**src/rtl/mobt_pkg.sv**
```systemverilog
// Shared constants, types and the sigmoid table builder for the perceptron trainer.
package mobt_pkg;

    localparam int MAX_LAYERS  = 4;
    localparam int MAX_NODES   = 8;
    localparam int INPUT_COUNT = 2;
    localparam int FRAC_BITS   = 12;
    localparam int SIG_DEPTH   = 1024;

    localparam int ONE     = 1 << FRAC_BITS;
    localparam int LAYER_W = (MAX_LAYERS > 1) ? $clog2(MAX_LAYERS) : 1;
    localparam int NODE_W  = (MAX_NODES > 1) ? $clog2(MAX_NODES) : 1;
    localparam int CNT_W   = $clog2(MAX_NODES + 1);
    localparam int LCNT_W  = $clog2(MAX_LAYERS + 1);
    localparam int LANE_AW = LAYER_W + NODE_W;
    localparam int IN_CNT  = (INPUT_COUNT < MAX_NODES) ? INPUT_COUNT : MAX_NODES;

    localparam int WGT_W   = 24;
    localparam int FEAT_W  = 16;
    localparam int X_W     = FEAT_W + 1;
    localparam int Y_W     = FRAC_BITS + 1;
    localparam int RATE_W  = 13;
    localparam int ERR_W   = 24;
    localparam int ACC_W   = WGT_W + X_W + NODE_W;
    localparam int NET_W   = ACC_W - FRAC_BITS + 1;
    localparam int G_W     = WGT_W + Y_W + 1 - FRAC_BITS;
    localparam int STEP_W  = RATE_W + 1 + G_W - FRAC_BITS;
    localparam int BPROD_W = WGT_W + G_W;
    localparam int SUM_W   = BPROD_W + NODE_W;
    localparam int UPROD_W = STEP_W + X_W;
    localparam int SIG_IW  = $clog2(SIG_DEPTH);
    localparam int SIG_STEP = ((16 * ONE) / SIG_DEPTH > 0) ? (16 * ONE) / SIG_DEPTH : 1;
    localparam int DIV_BITS = 48;

    localparam longint WGT_MAX = (longint'(1) << (WGT_W - 1)) - 1;
    localparam longint WGT_MIN = -(longint'(1) << (WGT_W - 1));

    typedef enum logic [1:0] {
        ACT_LOAD_W = 2'd0,
        ACT_LOAD_B = 2'd1,
        ACT_TRAIN  = 2'd2
    } action_t;

    typedef enum logic [1:0] {
        REG_LAYER_COUNT   = 2'd0,
        REG_HIDDEN_NODES  = 2'd1,
        REG_LEARNING_RATE = 2'd2,
        REG_ERROR_LIMIT   = 2'd3
    } reg_index_t;

    typedef enum logic [3:0] {
        LOP_IDLE,
        LOP_WLOAD,
        LOP_BLOAD,
        LOP_CLEAR,
        LOP_READ,
        LOP_MAC,
        LOP_NET,
        LOP_PRIME,
        LOP_GRAD,
        LOP_BPROD,
        LOP_STEP,
        LOP_UMUL,
        LOP_WRITE,
        LOP_BIAS
    } lane_op_t;

    typedef enum logic [4:0] {
        ST_IDLE,
        ST_F_CLR,
        ST_F_RD,
        ST_F_MAC,
        ST_F_NET,
        ST_S_IDX,
        ST_S_Y,
        ST_B_OUT,
        ST_B_GOUT,
        ST_B_RD,
        ST_B_PROD,
        ST_B_SUM1,
        ST_B_SUM2,
        ST_B_GRAD,
        ST_U_STEP,
        ST_U_RD,
        ST_U_MUL,
        ST_U_WR,
        ST_U_BIAS,
        ST_E_OUT
    } state_t;

    typedef struct packed {
        lane_op_t                  op;
        logic [NODE_W-1:0]         sel;
        logic [LAYER_W-1:0]        layer;
        logic [NODE_W-1:0]         src;
        logic [CNT_W-1:0]          nodes;
        logic signed [WGT_W-1:0]   value;
        logic signed [X_W-1:0]     x;
        logic [Y_W-1:0]            y;
        logic [RATE_W-1:0]         rate;
    } lane_ctrl_t;

    typedef logic signed [BPROD_W-1:0] bprod_t;
    typedef logic signed [NET_W-1:0]   net_t;
    typedef logic [Y_W-1:0]            sig_rom_t [SIG_DEPTH];

    function automatic logic signed [WGT_W-1:0] sat_wgt(input logic signed [63:0] v);
        logic signed [WGT_W-1:0] r;
        if (v > WGT_MAX) begin
            r = WGT_W'(WGT_MAX);
        end
        else if (v < WGT_MIN) begin
            r = WGT_W'(WGT_MIN);
        end
        else begin
            r = WGT_W'(v);
        end
        return r;
    endfunction

    // Shift-and-subtract quotient of two non-negative values, used only while building the table.
    function automatic longint udiv(input longint num, input longint den);
        longint quo;
        longint rem;
        quo = 0;
        rem = 0;
        for (int b = DIV_BITS - 1; b >= 0; b--) begin
            rem = (rem << 1) | ((num >> b) & longint'(1));
            quo = quo << 1;
            if (rem >= den) begin
                rem = rem - den;
                quo = quo | longint'(1);
            end
        end
        return quo;
    endfunction

    function automatic sig_rom_t build_sig_rom();
        sig_rom_t rom;
        longint   step;
        longint   z;
        longint   a;
        longint   n;
        longint   f;
        longint   term;
        longint   sum;
        longint   e;
        longint   d;
        longint   p;
        step = longint'(SIG_STEP);
        for (int i = 0; i < SIG_DEPTH; i++) begin
            z = -8 * longint'(ONE) + longint'(i) * step;
            a = (z < 0) ? -z : z;
            n = a >>> FRAC_BITS;
            f = a & longint'(ONE - 1);
            term = longint'(1) << 30;
            sum = term;
            for (int k = 1; k <= 16; k++) begin
                term = udiv(term * f, longint'(k) * longint'(ONE));
                if ((k & 1) == 1) begin
                    sum = sum - term;
                end
                else begin
                    sum = sum + term;
                end
            end
            e = sum;
            for (longint r = 0; r < n; r++) begin
                e = (e * 395007542) >>> 30;
            end
            d = (longint'(1) << 30) + e;
            p = udiv((longint'(ONE) << 30) + (d >> 1), d);
            rom[i] = Y_W'((z >= 0) ? p : (longint'(ONE) - p));
        end
        return rom;
    endfunction

endpackage

```
**src/rtl/mobt_merge.sv**
```systemverilog
// Two-stage registered adder tree that sums the lane products.
module mobt_merge (
    input  logic                               clk,
    input  mobt_pkg::bprod_t                   bprod [mobt_pkg::MAX_NODES],
    output logic signed [mobt_pkg::SUM_W-1:0]  total
);

    localparam int HALF = (mobt_pkg::MAX_NODES + 1) / 2;

    logic signed [mobt_pkg::SUM_W-1:0] pair_reg [HALF];
    logic signed [mobt_pkg::SUM_W-1:0] pair_next [HALF];
    logic signed [mobt_pkg::SUM_W-1:0] total_reg;
    logic signed [mobt_pkg::SUM_W-1:0] total_next;

    always_comb
    begin
        for (int i = 0; i < HALF; i++) begin
            pair_next[i] = mobt_pkg::SUM_W'(bprod[2*i]);
            if (2*i + 1 < mobt_pkg::MAX_NODES) begin
                pair_next[i] = pair_next[i] + mobt_pkg::SUM_W'(bprod[2*i+1]);
            end
        end
        total_next = '0;
        for (int i = 0; i < HALF; i++) begin
            total_next = total_next + pair_reg[i];
        end
    end

    always_ff @(posedge clk)
    begin
        pair_reg  <= pair_next;
        total_reg <= total_next;
    end

    assign total = total_reg;

endmodule

```
**config.mk**
```make
export PLATFORM = sky130hd
export DESIGN_NAME = mobt_merge
export DESIGN_NICKNAME = d
export VERILOG_FILES = /design/src/rtl/mobt_pkg.sv /design/src/rtl/mobt_merge.sv
export SDC_FILE = /design/constraint.sdc
export NUM_CORES = 1
export LEC_CHECK = 0
export BUFFER_PORTS_ARGS = -buffer_cell sky130_fd_sc_hd__buf_2
export CAP_MARGIN = 20
export CORE_UTILIZATION = 63
export CTS_BUF_LIST = sky130_fd_sc_hd__clkbuf_4 sky130_fd_sc_hd__clkbuf_8
export CTS_CLUSTER_DIAMETER = 60
export DETAILED_ROUTE_END_ITERATION = 6
export PLACE_DENSITY_LB_ADDON = 0.15
export SLEW_MARGIN = 20
export SYNTH_ARGS = -nofsm -noshare
export SYNTH_HDL_FRONTEND = slang
export SYNTH_SLANG_ARGS = --single-unit
```
**constraint.sdc**
```tcl
create_clock -name clk -period 10.51 [get_ports clk]
set_input_delay 3.153 -clock clk [delete_from_list [all_inputs] [get_ports clk]]
set_output_delay 3.153 -clock clk [all_outputs]
set_load 0.1 [all_outputs]
```
==> impl_metrics.env, run 1 <==
export IMPL_synthArstFlopShare_pct=0
export IMPL_clock_sinks=257
export IMPL_finalInstanceArea_um2=25800
export IMPL_cts_buffers_inserted=43
export IMPL_synth_area_leaders="dfxtp_1 23%, ha_1 14%, fa_1 9.6%, a21oi_1 6.2%, inv_1 6.1%"
export IMPL_cts_root_buffer="clkbuf_8"
export IMPL_fin_crit_sh_pct=56.4
export IMPL_slew_viol_final=0
export IMPL_synth_top_area_share_pct=23.1
export IMPL_endpoint="pair_reg[83]"
export IMPL_ys_top_cells_by_count="362 x inv_1, 275 x a21oi_1, 257 x dfxtp_1"
export IMPL_die_x_um=190
export IMPL_worstPathCellList="buf_2, ha_1, inv_1, fa_1, nor2b_1, o31ai_1, a31o_2, o21ai_1, nor2_1, o21ai_1, inv_1, o41ai_1, a211oi_1, xnor2_1"
export IMPL_drtIter0Drc=2890
export IMPL_cpMaxStageDelayCell="o41ai_1"
export IMPL_startpoint="bprod[100]"
export IMPL_htreeDepth=2
export IMPL_syn_area_per_cell_um2=8.29
export IMPL_p_leak_nw=13.4
export IMPL_cp_end_kind="register"
export IMPL_largest_reg_flops=204
export IMPL_synth_fp_nets=3441
export IMPL_wl_met3_um=7830
export IMPL_synth_flop_cell="dfxtp_1"
export IMPL_grt_overflow=0
export IMPL_dp_hpwl_um=61000
export IMPL_io_pins=454
export IMPL_cts_max_path_buffers=3
export IMPL_reg2reg_to="total[45]"
export IMPL_yosysUniqueCellTypes=83
export IMPL_yosysSeqAreaShare_pct=23.1
export IMPL_drive_gt1_share_pct=18.1
export IMPL_via_per_inst=6.09
export IMPL_clkTransAtPathRegs_ns=0.06
export IMPL_maxCapViolCount=0
export IMPL_drt_wl_total_um=73000
export IMPL_utilization_pct=74.5
export IMPL_place_congestion=1.01
export IMPL_first_pass_iters=6
export IMPL_timing_fmax_mhz=169
export IMPL_cts_hold_fix_buffers=0
export IMPL_met1_length_um=30700
export IMPL_remaining_drc_errors=0
export IMPL_period_needed_ns=5.93
export IMPL_clock_latency_ns=0.58
export IMPL_crit_type="input port to register"
export IMPL_placed_area_um2=24700
export IMPL_syn_inst=2681
export IMPL_synth_top_cell_by_area="dfxtp_1"
export IMPL_first_global_vias=20800
export IMPL_gr_usage_all_layers_pct=39.5
export IMPL_skew_ns=0.0234
export IMPL_post_cts_buffers=0
export IMPL_antenna_found_initial=12
export IMPL_dr_max_layer_used="met4"
export IMPL_cp_max_fo=3
export IMPL_grt_first_pass_wirelength_um=111000
export IMPL_synth_area_um2=22200
export IMPL_hold_path_class="register to register"
export IMPL_max_vdd_ir_drop_mv=0.532
export IMPL_hold_violations=0
export IMPL_cts_resized=0
export IMPL_tightest_slew_ns=0.797
export IMPL_port_buffers=453
export IMPL_cts_tree="yes"
export IMPL_r2r_setup_slack_ns=5.93
export IMPL_worst_setup_path_start_kind="input port"
export IMPL_slew_headroom_pct=46.2
export IMPL_arrival_ns=6.38
export IMPL_tns_ns=0
export IMPL_setup_violations=0
export IMPL_area_delta_synth_final_pct=16.0
export IMPL_grt_max_degree=12
export IMPL_slowest_delay_ns=0.62
export IMPL_nFillCells=2526
export IMPL_ys_ff_latch=257
export IMPL_yosysWarnings=0
export IMPL_rsz0062_at_grt="false"
export IMPL_synth_edf_count=0
export IMPL_die_h_um=190
export IMPL_worstRegToRegCells=16
export IMPL_vias=21900
export IMPL_power_density_nw_per_um2=338
export IMPL_coreArea_um2=34600
export IMPL_initial_core_util_pct=64.2
export IMPL_die_area_um2=36000
export IMPL_reg2reg_from="pair_reg[54]"
export IMPL_nets=3858
export IMPL_ant_nets=0
export IMPL_critPathRequiredTime_ns=10.96
export IMPL_num_rows=68
export IMPL_status="complete, no violations"
export IMPL_wl_met2_um=32200
export IMPL_wl_per_cell_um=20.3
export IMPL_yosys_cell_count_top_type="inv_1"
==> per-stage QoR <==
stage                     power (mW)  setup slack (ns)  cells  hold WS, ns
after floorplan                 6.03              4.75   2681        0.432
after global routing            9.26              4.43   3596        0.546
after global placement          7.23              4.26   3508        0.466
after CTS                       8.54              4.71   3586        0.515
after detailed placement        7.46              4.14   3508        0.499
final                           8.71              4.58   3598        0.514
==> cell usage in the layout, fill, tap and decap left out, types with 26 or more instances in the layout <==
cell type and instances:
inv_1 362, xnor2_1 145, nor2b_1 34, nand2_1 179, nor2_1 135, a21oi_1 275
xor2_1 89, o21ai_1 26, o21bai_1 43, clkbuf_8 52, dfxtp_1 257, o21ai_0 101
nand3_1 50, buf_2 453, ha_1 252, a21o_1 157, a31oi_1 41, fa_1 107
nand4_1 52
==> where the power goes <==
part	internal, mW	total [mW]	switching, mW
Combinational	2.16	6.19	4.02
Clock	0.622	1.06	0.436
Sequential	1.34	1.47	0.126
==> how the worst min path moves through the flow <==
| stage | start | endpoint | slack [ns] | depth (start not counted) |
|---|---|---|---|---|
| after floorplan | pair_reg[159] | total[0] | 0.43 | 1 |
| after global placement | pair_reg[159] | total[0] | 0.47 | 1 |
| after detailed placement | pair_reg[159] | total[0] | 0.50 | 1 |
| after CTS | pair_reg[159] | total[0] | 0.51 | 1 |
| after global routing | pair_reg[159] | total[0] | 0.55 | 1 |
| final | pair_reg[159] | total[0] | 0.51 | 1 |
==> layout make-up <==
cell class              instances  area (um^2)  share of cell area [%]
flip-flops and latches        257         5140                    19.9
repair buffers                453         2270                    8.79
clock buffers                  58          761                    2.95
well taps                     455          569                    2.21
clock inverters                20          263                    1.02
inverters                     362         1360                    5.27
multi-input cells            1981        15400                    59.7
diodes                         12         30.0                   0.116
==> cells by family after synthesis <==
| kind of cell | after synthesis | share of synthesized area (%) |
|---|---|---|
| fa+ha+maj | 359 | 23.8 |
| compound gates | 810 | 23.7 |
| xor+xnor | 234 | 9.22 |
| flops | 257 | 23.1 |
| simple gates | 576 | 12.5 |
| buf+inv | 443 | 7.56 |
| mux | 2 | 0.0900 |
==> layer usage <==
layer / GRT usage [%] / vias to the layer above
met5: 0 / -
met1: 55.4 / 10100
met4: 12.0 / 0
met2: 62.9 / 1469
met3: 5.52 / 187
li1: - / 10100
==> critical path: cells and delay by family <==
family	cells	cell delay (ns)
compound gates	6	1.87
fa+ha+maj	2	0.60
simple gates	2	0.34
buf+inv	3	0.26
xor+xnor	1	0.16
(Power assumes the default switching activity.)
==> inputs of run 2 (changes only) <==
--- a/config.mk
+++ b/config.mk
@@ -7,7 +7,7 @@
 export LEC_CHECK = 0
 export BUFFER_PORTS_ARGS = -buffer_cell sky130_fd_sc_hd__buf_2
 export CAP_MARGIN = 20
-export CORE_UTILIZATION = 63
+export CORE_UTILIZATION = 58
 export CTS_BUF_LIST = sky130_fd_sc_hd__clkbuf_4 sky130_fd_sc_hd__clkbuf_8
 export CTS_CLUSTER_DIAMETER = 60
 export DETAILED_ROUTE_END_ITERATION = 6
==> constraint.sdc (replaced) <==
create_clock -name clk -period 5.6 [get_ports clk]
set_input_delay 1.68 -clock clk [delete_from_list [all_inputs] [get_ports clk]]
set_output_delay 1.68 -clock clk [all_outputs]
set_load 0.1 [all_outputs]
==> run 2 against run 1 <==
Effect of this change:
- cell count increased by 1.7%
- via count is 3.2% lower
- highest routed layer unchanged
- sequential share of layout area fell by 0.17 points
- critical endpoint is now total[43]
- critical path depth is 2 higher
- largest power group unchanged
- setup slack got worse by 3.6 ns
- total power is 90% higher
==> impl_metrics.env, run 2 (synthesis results as in run 1) <==
export IMPL_tightest_slew_ns=0.597
export IMPL_antenna_found_initial=12
export IMPL_first_global_vias=20200
export IMPL_via_per_inst=5.79
export IMPL_cts_max_path_buffers=3
export IMPL_cp_end_kind="register"
export IMPL_area_delta_synth_final_pct=17.1
export IMPL_die_x_um=198
export IMPL_dp_slack_ns=0.672
export IMPL_power_density_nw_per_um2=635
export IMPL_fin_crit_sh_pct=82.8
export IMPL_cts_tree="yes"
export IMPL_cts_resized=0
export IMPL_htreeDepth=2
export IMPL_clock_latency_ns=0.58
export IMPL_nFillCells=3082
export IMPL_holdCritStartpoint="pair_reg[159]"
export IMPL_num_rows=71
export IMPL_cts_root_buffer="clkbuf_8"
export IMPL_crit_type="register to register"
export IMPL_slew_viol_final=0
export IMPL_reg2reg_from="pair_reg[1]"
export IMPL_place_congestion=0.968
export IMPL_layout_commonest_cell="buf_2"
export IMPL_grt_max_degree=12
export IMPL_drt_wl_total_um=71400
export IMPL_status="complete, no violations"
export IMPL_cts_buffers_inserted=45
export IMPL_drtIter0Drc=2273
export IMPL_startpoint="pair_reg[1]"
export IMPL_post_cts_buffers=0
export IMPL_ant_nets=0
export IMPL_remaining_drc_errors=0
export IMPL_multi_input_area_um2=15400
export IMPL_max_vdd_ir_drop_mv=0.391
export IMPL_rsz0062_at_grt="false"
export IMPL_drive_gt1_share_pct=18.2
export IMPL_nets=3862
export IMPL_fin_cells=3660
export IMPL_grt_first_pass_wirelength_um=108000
export IMPL_mostFrequentLayoutCells="453 x buf_2, 362 x inv_1, 275 x a21oi_1, 257 x dfxtp_1, 252 x ha_1"
export IMPL_grt_overflow=0
export IMPL_die_area_um2=39100
export IMPL_critPathRequiredTime_ns=6.07
export IMPL_largest_reg_flops=204
export IMPL_layout_setup_ws_ns=0.962
export IMPL_io_pins=454
export IMPL_slew_headroom_pct=59.7
export IMPL_dp_hpwl_um=60100
export IMPL_cts_hold_fix_buffers=0
export IMPL_vias=21200
export IMPL_final_seq_area_um2=5140
export IMPL_gr_usage_all_layers_pct=35.6
export IMPL_maxCapViolCount=0
export IMPL_holdWs_ns=0.483
export IMPL_wl_per_cell_um=19.5
export IMPL_p_leak_nw=13.4
export IMPL_clkTransAtPathRegs_ns=0.06
export IMPL_finalPower_mw=16.5
export IMPL_coreArea_um2=37700
export IMPL_clock_sinks=257
export IMPL_tns_ns=0
export IMPL_period_needed_ns=4.64
export IMPL_dp_cells=3566
export IMPL_hold_path_class="register to register"
export IMPL_setup_violations=0
export IMPL_initial_core_util_pct=59.0
export IMPL_skew_ns=0.0193
export IMPL_timing_fmax_mhz=216
export IMPL_port_buffers=453
export IMPL_hold_violations=0
export IMPL_worst_setup_path_start_kind="register"
export IMPL_cp_max_fo=4
export IMPL_first_pass_iters=6
export IMPL_die_h_um=198
export IMPL_arrival_ns=5.11
[run 2: cell count changes in the layout (fill, tap and decap cells not counted)]
cell       previous run  this run
buf_4                 0         2
bufinv_16             6        10
clkbuf_8             52        54
clkinv_2              9         6
clkinv_4              0         1
[run 2: final cells by class]
type                       count  area share [%]
multi-input combinational   1981            59.2
clock inverter                22            1.45
clock buffer                  60            3.03
tap                          511            2.46
inverter                     362            5.22
timing repair buffer         455            8.77
antenna                       12           0.115
sequential                   257            19.8
[run 2: critical path, cell delays in order (launching register included)]
cell and delay (ns):
dfxtp_1 0.38, inv_1 0.08, fa_1 0.54, fa_1 0.50
inv_1 0.04, ha_1 0.21, fa_1 0.50, a211o_1 0.32
a21oi_1 0.25, o21bai_2 0.12, o211ai_2 0.27, a311o_1 0.36
a2111oi_4 0.13, o21ai_0 0.26, o21ai_1 0.15, a21oi_1 0.21
xnor2_1 0.20
[run 2: report_power, final]
group          switching (mW)  leakage [nW]  internal, mW
combinational            7.54          10.7          4.05
sequential              0.227          2.17          2.51
clock                   0.822         0.586          1.39
total                    8.58          13.4          7.95
[run 2: metal layers]
layer / wire length, um / GRT usage (%)
met5: 0 / 0
met4: 1440 / 10.0
met1: 32700 / 51.2
met2: 30700 / 54.7
met3: 6490 / 6.08
[run 2: final timing paths]
kind / end / slack [ns] / cells after the start
worst max-delay path: total[43] / 0.96 / 16
worst min-delay path: total[0] / 0.48 / 1
worst min register to register: total[0] / 0.48 / 1
worst max register to register: total[43] / 0.96 / 16
[run 2: per-stage QoR]
| step | util, % | area [um^2] |
|---|---|---|
| final | 69.1 | 26000 |
| after global routing | 69.1 | 26000 |
| after CTS | 69.0 | 26000 |
| after detailed placement | 65.9 | 24800 |
| after global placement | 65.9 | 24800 |
| after floorplan | - | 22200 |
